### config.mk
export PLATFORM = sky130hd
export DESIGN_NAME = mouse_click_detector_core
export DESIGN_NICKNAME = d
export VERILOG_FILES = /design/src/sv/mcd_pkg.sv /design/src/sv/mcd_in_stage.sv /design/src/sv/mcd_classify.sv /design/src/sv/mouse_click_detector_core.sv
export SDC_FILE = /design/constraint.sdc
export NUM_CORES = 1
export LEC_CHECK = 0
export BUFFER_PORTS_ARGS = -buffer_cell sky130_fd_sc_hd__buf_4
export CAP_MARGIN = 40
export CELL_PAD_IN_SITES_DETAIL_PLACEMENT = 0
export CELL_PAD_IN_SITES_GLOBAL_PLACEMENT = 2
export CORE_ASPECT_RATIO = 1.75
export CORE_MARGIN = 2
export CORE_UTILIZATION = 42
export CTS_BUF_LIST = sky130_fd_sc_hd__clkbuf_8
export DETAILED_ROUTE_END_ITERATION = 12
export HOLD_SLACK_MARGIN = 0.05
export PLACE_DENSITY_LB_ADDON = 0.25
export SLEW_MARGIN = 15
export SYNTH_ARGS = -nofsm -noshare
export SYNTH_HDL_FRONTEND = slang
export SYNTH_SLANG_ARGS = --single-unit
### constraint.sdc
create_clock -name clk -period 10.7 [get_ports clk]
set_input_delay 2.14 -clock clk [delete_from_list [all_inputs] [get_ports clk]]
set_output_delay 2.14 -clock clk [all_outputs]
set_load 0.05 [all_outputs]
### src/sv/mcd_pkg.sv
// Shared types and register indexes for the pointer click detector.
package mcd_pkg;

  localparam int CFG_IDX_W = 2;
  localparam int CFG_DATA_W = 16;
  localparam int WIN_W = 16;
  localparam int POS_W = 16;
  localparam int TIME_W = 32;
  localparam int COUNT_W = 8;

  localparam logic [CFG_IDX_W-1:0] CFG_CLICK_WINDOW = 2'd0;
  localparam logic [CFG_IDX_W-1:0] CFG_MULTI_CLICK_WINDOW = 2'd1;
  localparam logic [CFG_IDX_W-1:0] CFG_WHEEL_MASK = 2'd2;

  localparam logic [WIN_W-1:0] CLICK_WINDOW_RST = 16'd250;
  localparam logic [WIN_W-1:0] MULTI_CLICK_WINDOW_RST = 16'd500;
  localparam logic [7:0] WHEEL_MASK_RST = 8'd24;

  localparam logic [COUNT_W-1:0] COUNT_MAX = '1;

  typedef struct packed {
    logic moved;
    logic pressed;
    logic released;
    logic clicked;
    logic hover;
    logic held_hint;
  } flags_t;

  typedef struct packed {
    logic [WIN_W-1:0] click_window;
    logic [WIN_W-1:0] multi_click_window;
  } windows_t;

endpackage

### src/sv/mcd_in_stage.sv
// Input register stage: captures one pointer report word per accepted handshake.
module mcd_in_stage #(
  parameter int BUTTON_BITS = 8
) (
  input  logic                    clk,
  input  logic                    rst_n,
  input  logic                    in_valid,
  output logic                    in_stall,
  input  logic signed [15:0]      in_pos_x,
  input  logic signed [15:0]      in_pos_y,
  input  logic [BUTTON_BITS-1:0]  in_button_bits,
  input  logic [31:0]             in_time_ms,
  input  logic                    take,
  output logic                    valid_r,
  output logic signed [15:0]      pos_x_r,
  output logic signed [15:0]      pos_y_r,
  output logic [BUTTON_BITS-1:0]  button_bits_r,
  output logic [31:0]             time_ms_r
);
  import mcd_pkg::*;

  logic load;
  logic valid_nxt;

  assign in_stall = valid_r && !take;
  assign load = in_valid && !in_stall;
  assign valid_nxt = load ? 1'b1 : (take ? 1'b0 : valid_r);

  always_ff @(posedge clk) begin
    if (!rst_n) begin
      valid_r <= 1'b0;
    end else begin
      valid_r <= valid_nxt;
    end
  end

  always_ff @(posedge clk) begin
    if (load) begin
      pos_x_r       <= in_pos_x;
      pos_y_r       <= in_pos_y;
      button_bits_r <= in_button_bits;
      time_ms_r     <= in_time_ms;
    end
  end

endmodule

### src/sv/mcd_classify.sv
// Report classifier: pointer and button state plus move/press/release/click decode.
module mcd_classify #(
  parameter int BUTTON_BITS = 8
) (
  input  logic                    clk,
  input  logic                    rst_n,
  input  logic                    fire,
  input  logic signed [15:0]      pos_x,
  input  logic signed [15:0]      pos_y,
  input  logic [BUTTON_BITS-1:0]  button_bits,
  input  logic [31:0]             time_ms,
  input  mcd_pkg::windows_t       windows,
  input  logic [BUTTON_BITS-1:0]  wheel_mask,
  output mcd_pkg::flags_t         flags,
  output logic [BUTTON_BITS-1:0]  changed_bits,
  output logic [7:0]              click_count
);
  import mcd_pkg::*;

  logic [POS_W-1:0]       cur_x_r, cur_y_r, press_x_r, press_y_r;
  logic [POS_W-1:0]       cur_x_nxt, cur_y_nxt, press_x_nxt, press_y_nxt;
  logic [BUTTON_BITS-1:0] stored_r, stored_nxt, press_bits_r, press_bits_nxt;
  logic [TIME_W-1:0]      last_report_r, last_click_r, last_click_nxt;
  logic [COUNT_W-1:0]     clicks_r, clicks_nxt;
  logic [TIME_W-1:0]      dt_report, dt_click;
  logic                   is_press, is_release, is_click, in_window, in_multi;
  logic [BUTTON_BITS-1:0] rel_bits;

  assign dt_report  = time_ms - last_report_r;
  assign dt_click   = time_ms - last_click_r;
  assign in_window  = dt_report <= {{(TIME_W-WIN_W){1'b0}}, windows.click_window};
  assign in_multi   = dt_click <= {{(TIME_W-WIN_W){1'b0}}, windows.multi_click_window};
  assign is_press   = button_bits > stored_r;
  assign is_release = button_bits < stored_r;
  assign rel_bits   = ~button_bits & stored_r;
  assign cur_x_nxt  = pos_x;
  assign cur_y_nxt  = pos_y;
  // press position compares against the updated pointer position
  assign is_click   = is_release && (button_bits == '0) && (rel_bits == press_bits_r) &&
                      (pos_x == press_x_r) && (pos_y == press_y_r) && in_window;

  always_comb begin
    press_bits_nxt = press_bits_r;
    press_x_nxt    = press_x_r;
    press_y_nxt    = press_y_r;
    clicks_nxt     = clicks_r;
    last_click_nxt = last_click_r;
    changed_bits   = '0;
    if (is_press) begin
      changed_bits   = button_bits & ~stored_r;
      press_bits_nxt = button_bits & ~stored_r;
      press_x_nxt    = pos_x;
      press_y_nxt    = pos_y;
    end else if (is_release) begin
      changed_bits = rel_bits;
      if (is_click) begin
        last_click_nxt = time_ms;
        if (!in_multi) begin
          clicks_nxt = COUNT_W'(1);
        end else if (clicks_r != COUNT_MAX) begin
          clicks_nxt = clicks_r + COUNT_W'(1);
        end
      end else begin
        clicks_nxt = '0;
      end
    end
  end

  assign stored_nxt = button_bits & ~wheel_mask;

  assign flags.moved     = (pos_x != cur_x_r) || (pos_y != cur_y_r);
  assign flags.pressed   = is_press;
  assign flags.released  = is_release;
  assign flags.clicked   = is_click;
  assign flags.hover     = !is_press && !is_release;
  assign flags.held_hint = !is_press && !is_release && (button_bits != '0);
  assign click_count     = clicks_nxt;

  always_ff @(posedge clk) begin
    if (!rst_n) begin
      cur_x_r       <= '0;
      cur_y_r       <= '0;
      stored_r      <= '0;
      press_bits_r  <= '0;
      press_x_r     <= '0;
      press_y_r     <= '0;
      last_report_r <= '0;
      last_click_r  <= '0;
      clicks_r      <= '0;
    end else if (fire) begin
      cur_x_r       <= cur_x_nxt;
      cur_y_r       <= cur_y_nxt;
      stored_r      <= stored_nxt;
      press_bits_r  <= press_bits_nxt;
      press_x_r     <= press_x_nxt;
      press_y_r     <= press_y_nxt;
      last_report_r <= time_ms;
      last_click_r  <= last_click_nxt;
      clicks_r      <= clicks_nxt;
    end
  end

endmodule

### src/sv/mouse_click_detector_core.sv
// Pointer click detector top level: config registers, input stage, classifier, result register.
// Takes one pointer report per clock cycle while in_stall is low and gives one result word per
// report, through the input register and then classification into the result register. The
// classifier updates its per-report state as a report enters the result register, so reports
// may arrive back to back; a stalled result register holds the input register, and only then
// does in_stall rise. Configuration writes are always ready and take effect the next cycle.
module mouse_click_detector_core #(
  parameter int BUTTON_BITS = 8
) (
  input  logic                    clk,
  input  logic                    rst_n,
  input  logic                    cfg_valid,
  output logic                    cfg_ready,
  input  logic [1:0]              cfg_index,
  input  logic [15:0]             cfg_wdata,
  input  logic                    in_valid,
  output logic                    in_stall,
  input  logic signed [15:0]      in_pos_x,
  input  logic signed [15:0]      in_pos_y,
  input  logic [BUTTON_BITS-1:0]  in_button_bits,
  input  logic [31:0]             in_time_ms,
  output logic                    out_valid,
  input  logic                    out_stall,
  output logic                    out_moved,
  output logic                    out_pressed,
  output logic                    out_released,
  output logic                    out_clicked,
  output logic                    out_hover,
  output logic                    out_held_hint,
  output logic [BUTTON_BITS-1:0]  out_changed_bits,
  output logic [7:0]              out_click_count
);
  import mcd_pkg::*;

  windows_t               windows_r;
  logic [BUTTON_BITS-1:0] wheel_mask_r;
  logic                   cfg_wr;

  logic                   s0_valid_r;
  logic signed [15:0]     s0_pos_x_r, s0_pos_y_r;
  logic [BUTTON_BITS-1:0] s0_button_bits_r;
  logic [31:0]            s0_time_ms_r;

  logic                   out_free, fire;
  flags_t                 flags;
  logic [BUTTON_BITS-1:0] changed_bits;
  logic [7:0]             click_count;

  flags_t                 flags_r;
  logic [BUTTON_BITS-1:0] changed_bits_r;
  logic [7:0]             click_count_r;
  logic                   out_valid_r, out_valid_nxt;

  assign cfg_ready = 1'b1;
  assign cfg_wr    = cfg_valid && cfg_ready;

  always_ff @(posedge clk) begin
    if (!rst_n) begin
      windows_r.click_window       <= CLICK_WINDOW_RST;
      windows_r.multi_click_window <= MULTI_CLICK_WINDOW_RST;
      wheel_mask_r                 <= BUTTON_BITS'(WHEEL_MASK_RST);
    end else if (cfg_wr) begin
      case (cfg_index)
        CFG_CLICK_WINDOW:       windows_r.click_window <= cfg_wdata;
        CFG_MULTI_CLICK_WINDOW: windows_r.multi_click_window <= cfg_wdata;
        CFG_WHEEL_MASK:         wheel_mask_r <= cfg_wdata[BUTTON_BITS-1:0];
        default: ;
      endcase
    end
  end

  assign out_free = !out_valid_r || !out_stall;
  assign fire     = s0_valid_r && out_free;

  mcd_in_stage #(
    .BUTTON_BITS(BUTTON_BITS)
  ) u_in_stage (
    .clk           (clk),
    .rst_n         (rst_n),
    .in_valid      (in_valid),
    .in_stall      (in_stall),
    .in_pos_x      (in_pos_x),
    .in_pos_y      (in_pos_y),
    .in_button_bits(in_button_bits),
    .in_time_ms    (in_time_ms),
    .take          (out_free),
    .valid_r       (s0_valid_r),
    .pos_x_r       (s0_pos_x_r),
    .pos_y_r       (s0_pos_y_r),
    .button_bits_r (s0_button_bits_r),
    .time_ms_r     (s0_time_ms_r)
  );

  mcd_classify #(
    .BUTTON_BITS(BUTTON_BITS)
  ) u_classify (
    .clk         (clk),
    .rst_n       (rst_n),
    .fire        (fire),
    .pos_x       (s0_pos_x_r),
    .pos_y       (s0_pos_y_r),
    .button_bits (s0_button_bits_r),
    .time_ms     (s0_time_ms_r),
    .windows     (windows_r),
    .wheel_mask  (wheel_mask_r),
    .flags       (flags),
    .changed_bits(changed_bits),
    .click_count (click_count)
  );

  assign out_valid_nxt = out_free ? s0_valid_r : out_valid_r;

  always_ff @(posedge clk) begin
    if (!rst_n) begin
      out_valid_r <= 1'b0;
    end else begin
      out_valid_r <= out_valid_nxt;
    end
  end

  always_ff @(posedge clk) begin
    if (fire) begin
      flags_r        <= flags;
      changed_bits_r <= changed_bits;
      click_count_r  <= click_count;
    end
  end

  assign out_valid        = out_valid_r;
  assign out_moved        = flags_r.moved;
  assign out_pressed      = flags_r.pressed;
  assign out_released     = flags_r.released;
  assign out_clicked      = flags_r.clicked;
  assign out_hover        = flags_r.hover;
  assign out_held_hint    = flags_r.held_hint;
  assign out_changed_bits = changed_bits_r;
  assign out_click_count  = click_count_r;

  a_one_class: assert property (@(posedge clk) disable iff (!rst_n)
    out_valid_r |-> $onehot({flags_r.pressed, flags_r.released, flags_r.hover}))
    else $error("result is not exactly one of press, release, hover");

  a_click_is_release: assert property (@(posedge clk) disable iff (!rst_n)
    (out_valid_r && flags_r.clicked) |-> (flags_r.released && click_count_r != '0))
    else $error("click without release or with zero count");

  a_change_bits: assert property (@(posedge clk) disable iff (!rst_n)
    (out_valid_r && flags_r.hover) |-> (changed_bits_r == '0))
    else $error("changed bits on unchanged buttons");

  a_stall_holds_stage: assert property (@(posedge clk) disable iff (!rst_n)
    (s0_valid_r && out_valid_r && out_stall) |=> s0_valid_r)
    else $error("input register dropped a report under output stall");

endmodule

* Word level (Yosys, flattened, before mapping)
Cells that the tools add are included.
** Cells by class
- Reductions and logical operators :: 27
- $add $sub $neg :: 3
- Bitwise logic cells :: 7
- Order comparisons :: 4
- Mux-type cells :: 9
- Eq/ne operators :: 8
** Operator list (count)
- $le 32x16->1 :: 2
- $sub 32x32->32 :: 2
- $mux 8 :: 7
- $eq 16x16->1 :: 2
- $ne 16x16->1 :: 2
- $and 8x8->8 :: 3
- $not 8->8 :: 3
- $logic_and 1x1->1 :: 10
- $add 8x1->8 const B :: 1
- $eq 8x8->1 :: 1
- $gt 8x8->1 :: 1
- $logic_not 8->1 :: 1
- $lt 8x8->1 :: 1
- $ne 8x8->1 const B :: 1
- $reduce_and 2->1 :: 4
- $reduce_bool 8->1 :: 1
- $logic_not 1->1 :: 6
- $reduce_and 4->1 :: 1
- $eq 2x1->1 const B :: 1
- $eq 2x2->1 const B :: 1
- $logic_not 2->1 :: 1
- $logic_or 1x1->1 :: 2
- $mux 1 :: 2
- $reduce_bool 2->1 :: 1
- $not 1->1 :: 1
** Storage, ports and cells
- Flip-flop bits (word level) :: 288

* Logic depth before layout (Yosys ltp)
Gate-level depths: netlist of run 1.
- Word-level depth :: 10
- Gate-level depth with buffers :: 22
- Depth with buffers taken out :: 21

* Cells and area by module
Synthesis of run 1 repeated with hierarchy kept, for this count alone.
** Unflattened totals
- Cells, all modules :: 1876
- Area total of the unflattened synthesis :: 16888.7 µm²
** By module, submodules not included
- mcd_classify :: area each 12374.4 µm², cells an instance 1611, seq. area each 3042.9 µm², instances 1
- mouse_click_detector_core :: area each 2304.7 µm², cells an instance 189, seq. area each 1481.4 µm², instances 1
- mcd_in_stage :: area each 2209.6 µm², cells an instance 76, seq. area each 2182.1 µm², instances 1

* Least setup slack after synthesis of run 1
OpenSTA, ideal clock, no wires.
- Kind :: input -> register
- From :: input port out_stall
- To :: register u_in_stage.button_bits_r[0], enable pin
- Library setup time :: 0.510 ns
- Required time :: 10.190 ns
- Stages on the path :: 2
- Setup slack :: 4.434 ns
- Data arrival time :: 5.757 ns
- Cell sequence :: and3_1 > nor2b_1
** Between the ends
- Longest elaborated chain between the ends :: 6
** RTL lines
- from (decl) :: RTL line mouse_click_detector_core.sv:23 : input logic out_stall,
- $logic_not 1->1 :: RTL line mouse_click_detector_core.sv:72 : assign out_free = !out_valid_r || !out_stall;
- $logic_or 1x1->1 :: RTL line mouse_click_detector_core.sv:72
- $logic_not 1->1 :: RTL line mcd_in_stage.sv:25 : assign in_stall = valid_r && !take;
- $logic_and 1x1->1 :: RTL line mcd_in_stage.sv:25
- $logic_not 1->1 :: RTL line mcd_in_stage.sv:26 : assign load = in_valid && !in_stall;
- $logic_and 1x1->1 :: RTL line mcd_in_stage.sv:26
- named net u_in_stage.load :: RTL line mcd_in_stage.sv:22 : logic load;
- to (signal assigned) :: RTL line mcd_in_stage.sv:41 : button_bits_r <= in_button_bits;
- to (decl) :: RTL line mcd_in_stage.sv:17 : output logic [BUTTON_BITS-1:0] button_bits_r,
The timed path passes the listed nets, and every way through them passes these cells.
A chain may end at the register's enable or synchronous reset.

* Worst setup path in the final report of run 1
- From :: register u_in_stage.time_ms_r[0]
- To :: register u_classify.clicks_r[7]
** Between the ends
- Longest elaborated chain between the ends :: 6
- Elaborated cells on any way between the ends :: 9
** RTL lines
- from (decl) :: RTL line mcd_in_stage.sv:18 : output logic [31:0] time_ms_r
- from (signal assigned) :: RTL line mcd_in_stage.sv:42 : time_ms_r <= in_time_ms;
- $sub 32x32->32 (on tied branches) :: RTL line mcd_classify.sv:30, mcd_classify.sv:29
- $le 32x16->1 (on tied branches) :: RTL line mcd_classify.sv:32, mcd_classify.sv:31
- $mux 8 / $logic_and 1x1->1 (equally long branches) :: RTL line mcd_classify.sv:58, mcd_classify.sv:40
- $mux 8 (*) :: RTL line mcd_classify.sv:56 : if (is_click) begin
- $mux 8 (*) :: RTL line mcd_classify.sv:54 : end else if (is_release) begin
- $mux 8 (*) :: RTL line mcd_classify.sv:49 : if (is_press) begin
- to (signal assigned) :: RTL line mcd_classify.sv:99 : clicks_r <= clicks_nxt;
- to (decl) :: RTL line mcd_classify.sv:24 : logic [COUNT_W-1:0] clicks_r, clicks_nxt;
Every way passes the cells marked *; elsewhere a longest branch is shown, timed or not.

==> impl.org, run 1 <==
** Outcome
- The flow ran to the end, and the final reports show no timing, DRC or antenna violations.

** Die
- Measured along the x axis, the die boundary spans 156 um.
- For this configuration, the core starts out at a cell density of 42.5%.
- The die covers 0.0421 mm2.
- 120 I/O pins were placed.
- Number of rows in the core area :: 97
- The floorplan step set the die height to 270 um.
- After floorplanning, the core was sized to cover 0.0399 mm2.

** CTS
- The later pin in the worst-skew pair is clocked with a latency of 0.60 ns.
- Count of buffers added by post-CTS timing repair for setup :: 0
- Hold_buf cts :: 0
- Clock root buffer master :: sky130_fd_sc_hd__clkbuf_8
- After clock tree synthesis, the clock-pin slew on the worst setup and hold paths is 0.07 ns.
- TritonCTS built the clock tree.
- Post-CTS Resized :: 0
- Longest Clk Path Bufs :: 3
- Clock buffer count from CTS :: 46
- Clock tree synthesis found a total of 288 sinks.
- Total number of H-tree levels :: 2

** Yosys
- Top cells by instance count after synthesis :: sky130_fd_sc_hd__nand2_1 (374), sky130_fd_sc_hd__dfxtp_1 (194), sky130_fd_sc_hd__inv_1 (133)
- Share of flip-flops with an asynchronous set or reset :: 0%
- Yosys printed 0 warnings.
- Summing the sequential cell areas from Yosys gives 39.5% of the chip area.
- Synth cell types :: 87
- In the synthesized netlist the dominant register cell turns out to be sky130_fd_sc_hd__dfxtp_1.
- Summing every instance area after synthesis gives 0.0170 mm2.
- Of the post-synthesis cell area, the dominant cell type holds 22.9%.
- Post-synthesis cell count :: 1,960
- The average instance in the mapped netlist occupies 8.66 um2.
- Largest cells by area after synthesis :: sky130_fd_sc_hd__dfxtp_1 (23%), sky130_fd_sc_hd__edfxtp_1 (17%), sky130_fd_sc_hd__nand2_1 (8.3%)
- Yosys mapped a number of flops with a built-in enable equal to 94.
- Synthesis produced a netlist with a net count of 2,168.
- Of all cell types, the one taking the most synthesized area is sky130_fd_sc_hd__dfxtp_1.
- Counting flops and latches in the post-synthesis netlist gives 288.
- Yosys instantiated no cell more often than sky130_fd_sc_hd__nand2_1.

** Power and ir drop
- Clock power share :: 35.0%
- In this run the power spent charging and discharging nets is 0.820 mW.
- Combinational logic is responsible for 19.0% of the overall power.
- In this run the power density over the cells is 139 mW/mm2.
- The worst-case IR drop observed on VDD is 0.113 mV.
- Share of total power in sequential cells :: 46.0%
- Internal power summed over all cells :: 1.83 mW
- Leakage power :: 7.29 nW
- Of the total power, the share spent switching nets is 30.9%.

** Place
- The congestion estimate from routability-driven global placement came to 0.875.
- Input and output buffers added on the ports amount to 118.
- Once placement completed, the tool counted placed cells totaling 2,483.
- Final HPWL from detailed placement :: 38,200 um
- Placed cell areas :: 0.0182 mm2

** Route
- Number of remaining DRC errors :: 0
- Number of detailed-routing iterations run before antenna repair :: 5
- Remaining antenna violation count :: 0
- Routed length per instance :: 19.5 um
- Violation count after the first detailed-route iteration :: 632
- Using the TritonRoute via totals, the vias-per-cell ratio works out to 5.45.
- Routed via count :: 14,000
- The routed design has 50,200 um of wire.

** STA
- Setup repair after global routing left no endpoint under its margin.
- Setup clock skew after layout :: 0.0155 ns
- The number of slew-limit violations in the final report came to 0.
- The smallest clock period supported by the final layout is computed as 5.87 ns.
- Total negative setup slack :: 0 ns
- In this run the tightest slew margin relative to its limit is 39.5%.
- At the pin with the least slew margin, the transition time is 0.903 ns.
- Post-route clock period utilization :: 54.9%
- Minimum hold slack :: 0.465 ns
- Setup-failing EPs final :: 0
- Based on the critical path, the design can be clocked at up to 170 MHz.
- The final hold violation count came to 0.

** Min path
- Path class of the lowest-slack min-delay path :: reg2reg

** Setup path
- WP data required :: 11.24 ns
- The critical path is of the reg2reg type.
- STA puts the critical path data arrival time at 6.41 ns.
- Counting both buffers and inverters, the worst setup path holds a total of 1.
- The signal on the critical path passes through inv_1 -> ha_1 -> fa_1 -> nor2b_1 -> o2111ai_1 -> a211o_1 -> and2_1 -> o21ai_0 -> xor2_1 -> ha_1 -> o21ai_0 -> nor2_1 -> o31a_1 -> a2111oi_0 -> nand4_1 -> or4_1 -> a2111o_1 -> or4_1 -> a21boi_1.
- The slowest stage of the critical path is the sky130_fd_sc_hd__a2111o_1 cell.
- In this design, the stage delay of the slowest critical-path cell is 0.70 ns.
- Critical Path Source Type :: register
- The worst setup path is captured at a register.
- Delay-heaviest family, CP :: compound AO/OA/AOI/OAI gates
- Peak fanout along the critical path :: 22

** Global route
- For this run the aggregate overflow at the end of global routing stands at 0.
- Largest net degree at the start of global routing :: 66
- The number of global-route vias before repair came to 14,200.
- The first global-routing pass estimated 79,100 um of wire.
- Global routing consumed, over all layers together, 24.0% of the routing resources.
- The initial antenna violation count is 1.

** Cells and area
- Measured on the finished design, the core utilization comes to 47.9%.
- The finished cells cover 0.0191 mm2.
- After the last flow step, the layout net total stands at 2,244.
- Area grow syn2layout :: 12.6%
- For this run, the number of standard cells in the final layout without fillers is 2,570.
- The post-route netlist has 11.1% of its cells at a drive strength greater than 1.

** Run
- Max-cap violations :: 0
## logic make-up after synthesis
| group | count (synthesis) | share of synthesized area, % |
|---|---|---|
| buf+inv | 237 | 5.46 |
| xor+xnor | 106 | 5.47 |
| compound gates | 436 | 17.9 |
| other cells | 1 | 0.0221 |
| simple gates | 730 | 20.3 |
| flops | 288 | 39.5 |
| fa+ha+maj | 113 | 8.42 |
| mux | 49 | 2.90 |
## sequential cells by signal (all words and copies together) (netlist names), 32 cells and up
register	flops
u_in_stage.time_ms_r	32
u_classify.last_click_r	32
u_classify.last_report_r	32
windows_r	32
## power groups by stage
stage,sequential (mW),combinational (mW),clock (mW)
floorplan,1.25,0.328,0
CTS,1.22,0.507,0.961
finish,1.22,0.504,0.929
global route,1.22,0.559,1.01
global placement,1.24,0.499,0
detailed placement,1.24,0.504,0
## layer usage
layer  track usage, %  wire length (um)
met5                0                 0
met4             9.44              1990
met3             2.60              1370
met2             47.8             28100
met1             24.8             18700
## final timing paths
path              slack [ns]                             endpoint                         startpoint  cells after the start
setup / recovery        4.83  u_classify.clicks_r[7]$_SDFFE_PN0P_  u_in_stage.time_ms_r[0]$_DFFE_PP_                     19
hold / removal          0.46           windows_r[30]$_SDFFE_PN0P_         windows_r[30]$_SDFFE_PN0P_                      2
setup reg to reg        4.83  u_classify.clicks_r[7]$_SDFFE_PN0P_  u_in_stage.time_ms_r[0]$_DFFE_PP_                     19
hold reg to reg         0.46           windows_r[30]$_SDFFE_PN0P_         windows_r[30]$_SDFFE_PN0P_                      2
## layout by cell type (no fill, tap or decap), types with 13 or more instances in the layout
cell	n
sky130_fd_sc_hd__inv_1	149
sky130_fd_sc_hd__dfxtp_1	194
sky130_fd_sc_hd__nand2_1	372
sky130_fd_sc_hd__a21oi_1	85
sky130_fd_sc_hd__xor2_1	13
sky130_fd_sc_hd__edfxtp_1	94
sky130_fd_sc_hd__nor3_1	33
sky130_fd_sc_hd__and2_1	17
sky130_fd_sc_hd__clkbuf_8	50
sky130_fd_sc_hd__o211ai_1	20
sky130_fd_sc_hd__nor2_1	68
sky130_fd_sc_hd__a21o_1	25
sky130_fd_sc_hd__mux2i_1	48
sky130_fd_sc_hd__xnor2_1	93
sky130_fd_sc_hd__buf_4	127
sky130_fd_sc_hd__a21boi_0	130
sky130_fd_sc_hd__nor4_1	24
sky130_fd_sc_hd__nand3_1	34
sky130_fd_sc_hd__ha_1	111
sky130_fd_sc_hd__o21a_1	25
sky130_fd_sc_hd__o21ai_0	43
sky130_fd_sc_hd__nand4_1	74
sky130_fd_sc_hd__nor2b_1	46
## area by class of cell
type                            instances  area [um2]
Clock buffer                           50         688
Tap cell                              495         619
Clock inverter                         36         194
Timing Repair Buffer                  131        1040
Fill cell                            3942       20800
Antenna cell                            1        2.50
Multi-Input combinational cell       1435        9360
Inverter                              134         504
Sequential cell                       288        6710
## metrics by stage
stage / power, mW / setup slack, ns
global route: 2.79 / 4.44
finish: 2.65 / 4.83
CTS: 2.69 / 4.79
global placement: 1.74 / 4.87
detailed placement: 1.75 / 4.81
floorplan: 1.57 / 4.43
## worst min-delay path, cell delays in order (launching register included)
cell	delay (ns)
sky130_fd_sc_hd__dfxtp_1	0.31
sky130_fd_sc_hd__nand2_1	0.05
sky130_fd_sc_hd__a21boi_0	0.06
(Power assumes the default switching activity.)
==> inputs of run 2 (changes only) <==
--- a/config.mk
+++ b/config.mk
@@ -11,7 +11,7 @@
 export CELL_PAD_IN_SITES_GLOBAL_PLACEMENT = 2
 export CORE_ASPECT_RATIO = 1.75
 export CORE_MARGIN = 2
-export CORE_UTILIZATION = 42
+export CORE_UTILIZATION = 39
 export CTS_BUF_LIST = sky130_fd_sc_hd__clkbuf_8
 export DETAILED_ROUTE_END_ITERATION = 12
 export HOLD_SLACK_MARGIN = 0.05
==> constraint.sdc (replaced) <==
create_clock -name clk -period 5.45 [get_ports clk]
set_input_delay 1.09 -clock clk [delete_from_list [all_inputs] [get_ports clk]]
set_output_delay 1.09 -clock clk [all_outputs]
set_load 0.05 [all_outputs]
==> run 2 against run 1 <==
Sequential share of layout area shrank 0.46 points. Sequential cell count is the same. Clock power grew 94%. Register-to-register slack lost 4.6 ns. First-iteration DRC count grew 0.32%. Wire length grew 1.9%. Count of clock-buffer cells in the layout grew 3. Utilization shrank 3.1 points. Critical path type unchanged. Critical endpoint is now out_click_count[6]$_DFFE_PP_.
==> impl.org, run 2 (same netlist as run 1, synthesis figures left out) <==
** Outcome
- Outcome: complete, no violations (unchanged).

** STA
- The worst slew margin relative to its limit came to 46.9% (was 39.5%).
- The final setup violation count was 0 (unchanged).
- Setup clock skew after layout :: 0.0178 ns (was 0.0155 ns)
- Final Hold Fails :: 0 (unchanged)
- The fmax was 192 MHz (was 170 MHz).
- The minimum clock period after layout came to 5.20 ns (was 5.87 ns).
- The final critical-path share of the clock period came to 95.5% (was 54.9%).
- Slew at the pin closest to its max-slew limit :: 0.795 ns (was 0.903 ns)
- Total count of max-transition violations in the final report :: 0 (unchanged)
- The sum of negative setup slack came to 0 ns (unchanged).
- The worst setup margin came to 0.246 ns (was 4.83 ns).

** Power and ir drop
- The fraction of power spent switching nets came to 30.8% (was 30.9%).
- Share of total power in sequential cells :: 46.0% (about the same)
- Combinational cell fraction of total power :: 19.4% (was 19.0%)
- Leakage power :: 7.38 nW (was 7.29 nW)
- Power consumption :: 5.20 mW (was 2.65 mW)
- The clock power share is 34.6% (was 35.0%).
- Switching pwr :: 1.60 mW (was 0.820 mW)
- The total power divided by cell area was 268 mW/mm2 (was 139 mW/mm2).
- Internal power summed over all cells :: 3.59 mW (was 1.83 mW)
- Largest voltage drop on the vdd net :: 0.237 mV (was 0.113 mV)

** Cells and area
- Final non-filler cell total :: 2,656 (was 2,570)
- Layout fillers :: 4,372 (was 3,942)
- The area added between synthesis and finish was 14.1% (was 12.6%).
- The layout cell share with drive strength beyond 1 was 12.3% (was 11.1%).
- Most common library cell in the layout ignoring fill and taps :: sky130_fd_sc_hd__nand2_1 (unchanged)
- Most frequent cells in the layout: sky130_fd_sc_hd__nand2_1 (373), sky130_fd_sc_hd__dfxtp_1 (194), sky130_fd_sc_hd__inv_1 (149) (was sky130_fd_sc_hd__nand2_1 (372), sky130_fd_sc_hd__dfxtp_1 (194), sky130_fd_sc_hd__inv_1 (149)).
- The final core area utilization was 44.8% (was 47.9%).
- Net count, final :: 2,261 (was 2,244)

** Global route
- Global-route wire length before repair :: 78,900 um (was 79,100 um)
- The total global-route track usage was 22.4% (was 24.0%).
- Largest net degree at the start of global routing :: 83 (was 66)
- The number of global-route vias before repair was 14,100 (was 14,200).
- The initial antenna violation count came to 1 (unchanged).
- The final global-route overflow total came to 0 (unchanged).

** Place
- Worst slack at placement :: -0.0434 ns (was 4.81 ns)
- The count of input and output buffers was 118 (unchanged).
- The routability congestion estimate from global placement is 0.887 (was 0.875).
- Final HPWL from detailed placement :: 39,300 um (was 38,200 um)
- The cell count after placement is 2,569 (was 2,483).

** Route
- The first-pass iteration count of the detailed router was 5 (unchanged).
- Via density per instance :: 5.29 (was 5.45)
- Violation count after the first detailed-route iteration :: 634 (was 632)
- The final wirelength is 51,100 um (was 50,200 um).
- The wire length per cell came to 19.3 um (was 19.5 um).
- Number of remaining DRC errors :: 0 (unchanged)
- Routed via count :: 14,000 (about the same)
- The number of nets still failing antenna checks after routing was 0 (unchanged).

** Min path
- Startpoint of the most critical hold path :: windows_r[9]$_SDFFE_PN0P_ (was windows_r[30]$_SDFFE_PN0P_)
- The path type of the worst min-delay path is reg2reg (unchanged).

** Die
- Core ar. :: 0.0432 mm2 (was 0.0399 mm2)
- Area enclosed by the die boundary :: 0.0453 mm2 (was 0.0421 mm2)
- The width of the chip is 162 um (was 156 um).
- The cell row count came to 101 (was 97).
- Number of placed I/O pins :: 120 (unchanged)
- Die extent in y :: 280 um (was 270 um)
- The initial standard-cell utilization of the core is 39.3% (was 42.5%).

** CTS
- Longest Clk Path Bufs :: 3 (unchanged)
- Clk sinks :: 288 (unchanged)
- Hold_buf cts :: 0 (unchanged)
- Clock tree from TritonCTS :: yes (unchanged)
- The TritonCTS buffer count came to 46 (unchanged).
- Total number of H-tree levels :: 2 (unchanged)
- Clock root buffer master :: sky130_fd_sc_hd__clkbuf_8 (unchanged)
- Clock-pin slew of the registers on the worst-case setup and hold paths :: 0.07 ns (about the same)
- The clock latency on the worst-skew pair was 0.59 ns (was 0.60 ns).

** Setup path
- The arrival time of the worst setup path was 5.67 ns (was 6.41 ns).
- The type of element capturing the critical path is a register (unchanged).
- The worst-case reg-to-reg path depth was 19 (unchanged).
- The required time of the critical path came to 5.91 ns (was 11.24 ns).
- The element type at the critical path start is a register (unchanged).
- Peak fanout along the critical path :: 9 (was 22)
- Launching point of the worst reg2reg path :: u_in_stage.time_ms_r[3]$_DFFE_PP_ (was u_in_stage.time_ms_r[0]$_DFFE_PP_)
- Startpoint of the worst setup timing path :: u_in_stage.time_ms_r[3]$_DFFE_PP_ (was u_in_stage.time_ms_r[0]$_DFFE_PP_)
- The endpoint of the lowest-slack register-to-register path is out_click_count[6]$_DFFE_PP_ (was u_classify.clicks_r[7]$_SDFFE_PN0P_).
- The setup slack of the worst register-to-register path came to 0.25 ns (was 4.83 ns).
- The category of the critical setup timing path was reg2reg (unchanged).
- Worst setup endpoint :: out_click_count[6]$_DFFE_PP_ (was u_classify.clicks_r[7]$_SDFFE_PN0P_)

** Run
- Max-cap violations :: 0 (unchanged)
## run 2: critical path: stages, from the launching register on
cell and delay (ns):
sky130_fd_sc_hd__edfxtp_1 0.44, sky130_fd_sc_hd__ha_1 0.45, sky130_fd_sc_hd__o211ai_2 0.12, sky130_fd_sc_hd__a21oi_1 0.35, sky130_fd_sc_hd__o21ai_0 0.24, sky130_fd_sc_hd__nand2_1 0.18
sky130_fd_sc_hd__a21oi_1 0.10, sky130_fd_sc_hd__xnor2_1 0.14, sky130_fd_sc_hd__ha_1 0.30, sky130_fd_sc_hd__a211oi_1 0.31, sky130_fd_sc_hd__nor2_1 0.09, sky130_fd_sc_hd__o31a_1 0.28
sky130_fd_sc_hd__a2111oi_1 0.31, sky130_fd_sc_hd__buf_4 0.18, sky130_fd_sc_hd__nand4_1 0.05, sky130_fd_sc_hd__or4_1 0.43, sky130_fd_sc_hd__a2111o_1 0.51, sky130_fd_sc_hd__buf_4 0.22
sky130_fd_sc_hd__nor3_2 0.20, sky130_fd_sc_hd__o22a_1 0.15
## run 2: power by group through the flow
stage          Combinational [mW]  Clock, mW  Sequential (mW)
5_1_grt                      1.11       1.95             2.40
2_1_floorplan               0.644          0             2.45
3_3_place_gp                0.997          0             2.44
4_1_cts                      1.01       1.88             2.39
6_report                     1.01       1.80             2.39
3_5_place_dp                 1.00          0             2.44
## run 2: timing repair
item,CTS,global route
pin swaps,1,3
hold endpoints to repair,0,0
gates resized for setup,1,16
endpoints found under the setup margin,8,20
buffers inserted,0,2
## run 2: worst min path at each step
stage | to | slack (ns) | cells after the start
5_1_grt | u_classify.last_report_r[19]$_SDFFE_PN0P_ | 0.49 | 2
6_report | windows_r[9]$_SDFFE_PN0P_ | 0.46 | 2
2_1_floorplan | u_classify.last_report_r[24]$_SDFFE_PN0P_ | 0.44 | 2
3_5_place_dp | windows_r[18]$_SDFFE_PN0P_ | 0.46 | 2
4_1_cts | windows_r[18]$_SDFFE_PN0P_ | 0.47 | 2
3_3_place_gp | u_classify.last_report_r[23]$_SDFFE_PN0P_ | 0.45 | 2
## run 2: area by class of cell
| class | instances | area, um2 | share of cell area (%) |
|---|---|---|---|
| Clock buffer | 53 | 729 | 3.77 |
| Multi-Input combinational cell | 1435 | 9420 | 48.7 |
| Inverter | 134 | 504 | 2.60 |
| Sequential cell | 288 | 6710 | 34.6 |
| Antenna cell | 1 | 2.50 | 0.0129 |
| Clock inverter | 31 | 145 | 0.749 |
| Tap cell | 566 | 708 | 3.66 |
| Timing Repair Buffer | 148 | 1150 | 5.92 |
## run 2: per-stage QoR
step / hold slack (ns) / cell area (um2)
after floorplan: 0.443 / 17000
after global placement: 0.451 / 18400
after detailed placement: 0.459 / 18400
after CTS: 0.468 / 19300
after global routing: 0.486 / 19400
final: 0.465 / 19400
## run 2: layer usage
metal | up-vias | GRT usage (%) | share of wire (%)
met4 | 0 | 9.33 | 4.2
li1 | 7045 | - | -
met5 | - | 0 | 0
met3 | 97 | 2.15 | 2.6
met1 | 6651 | 22.6 | 37
met2 | 248 | 45.6 | 57
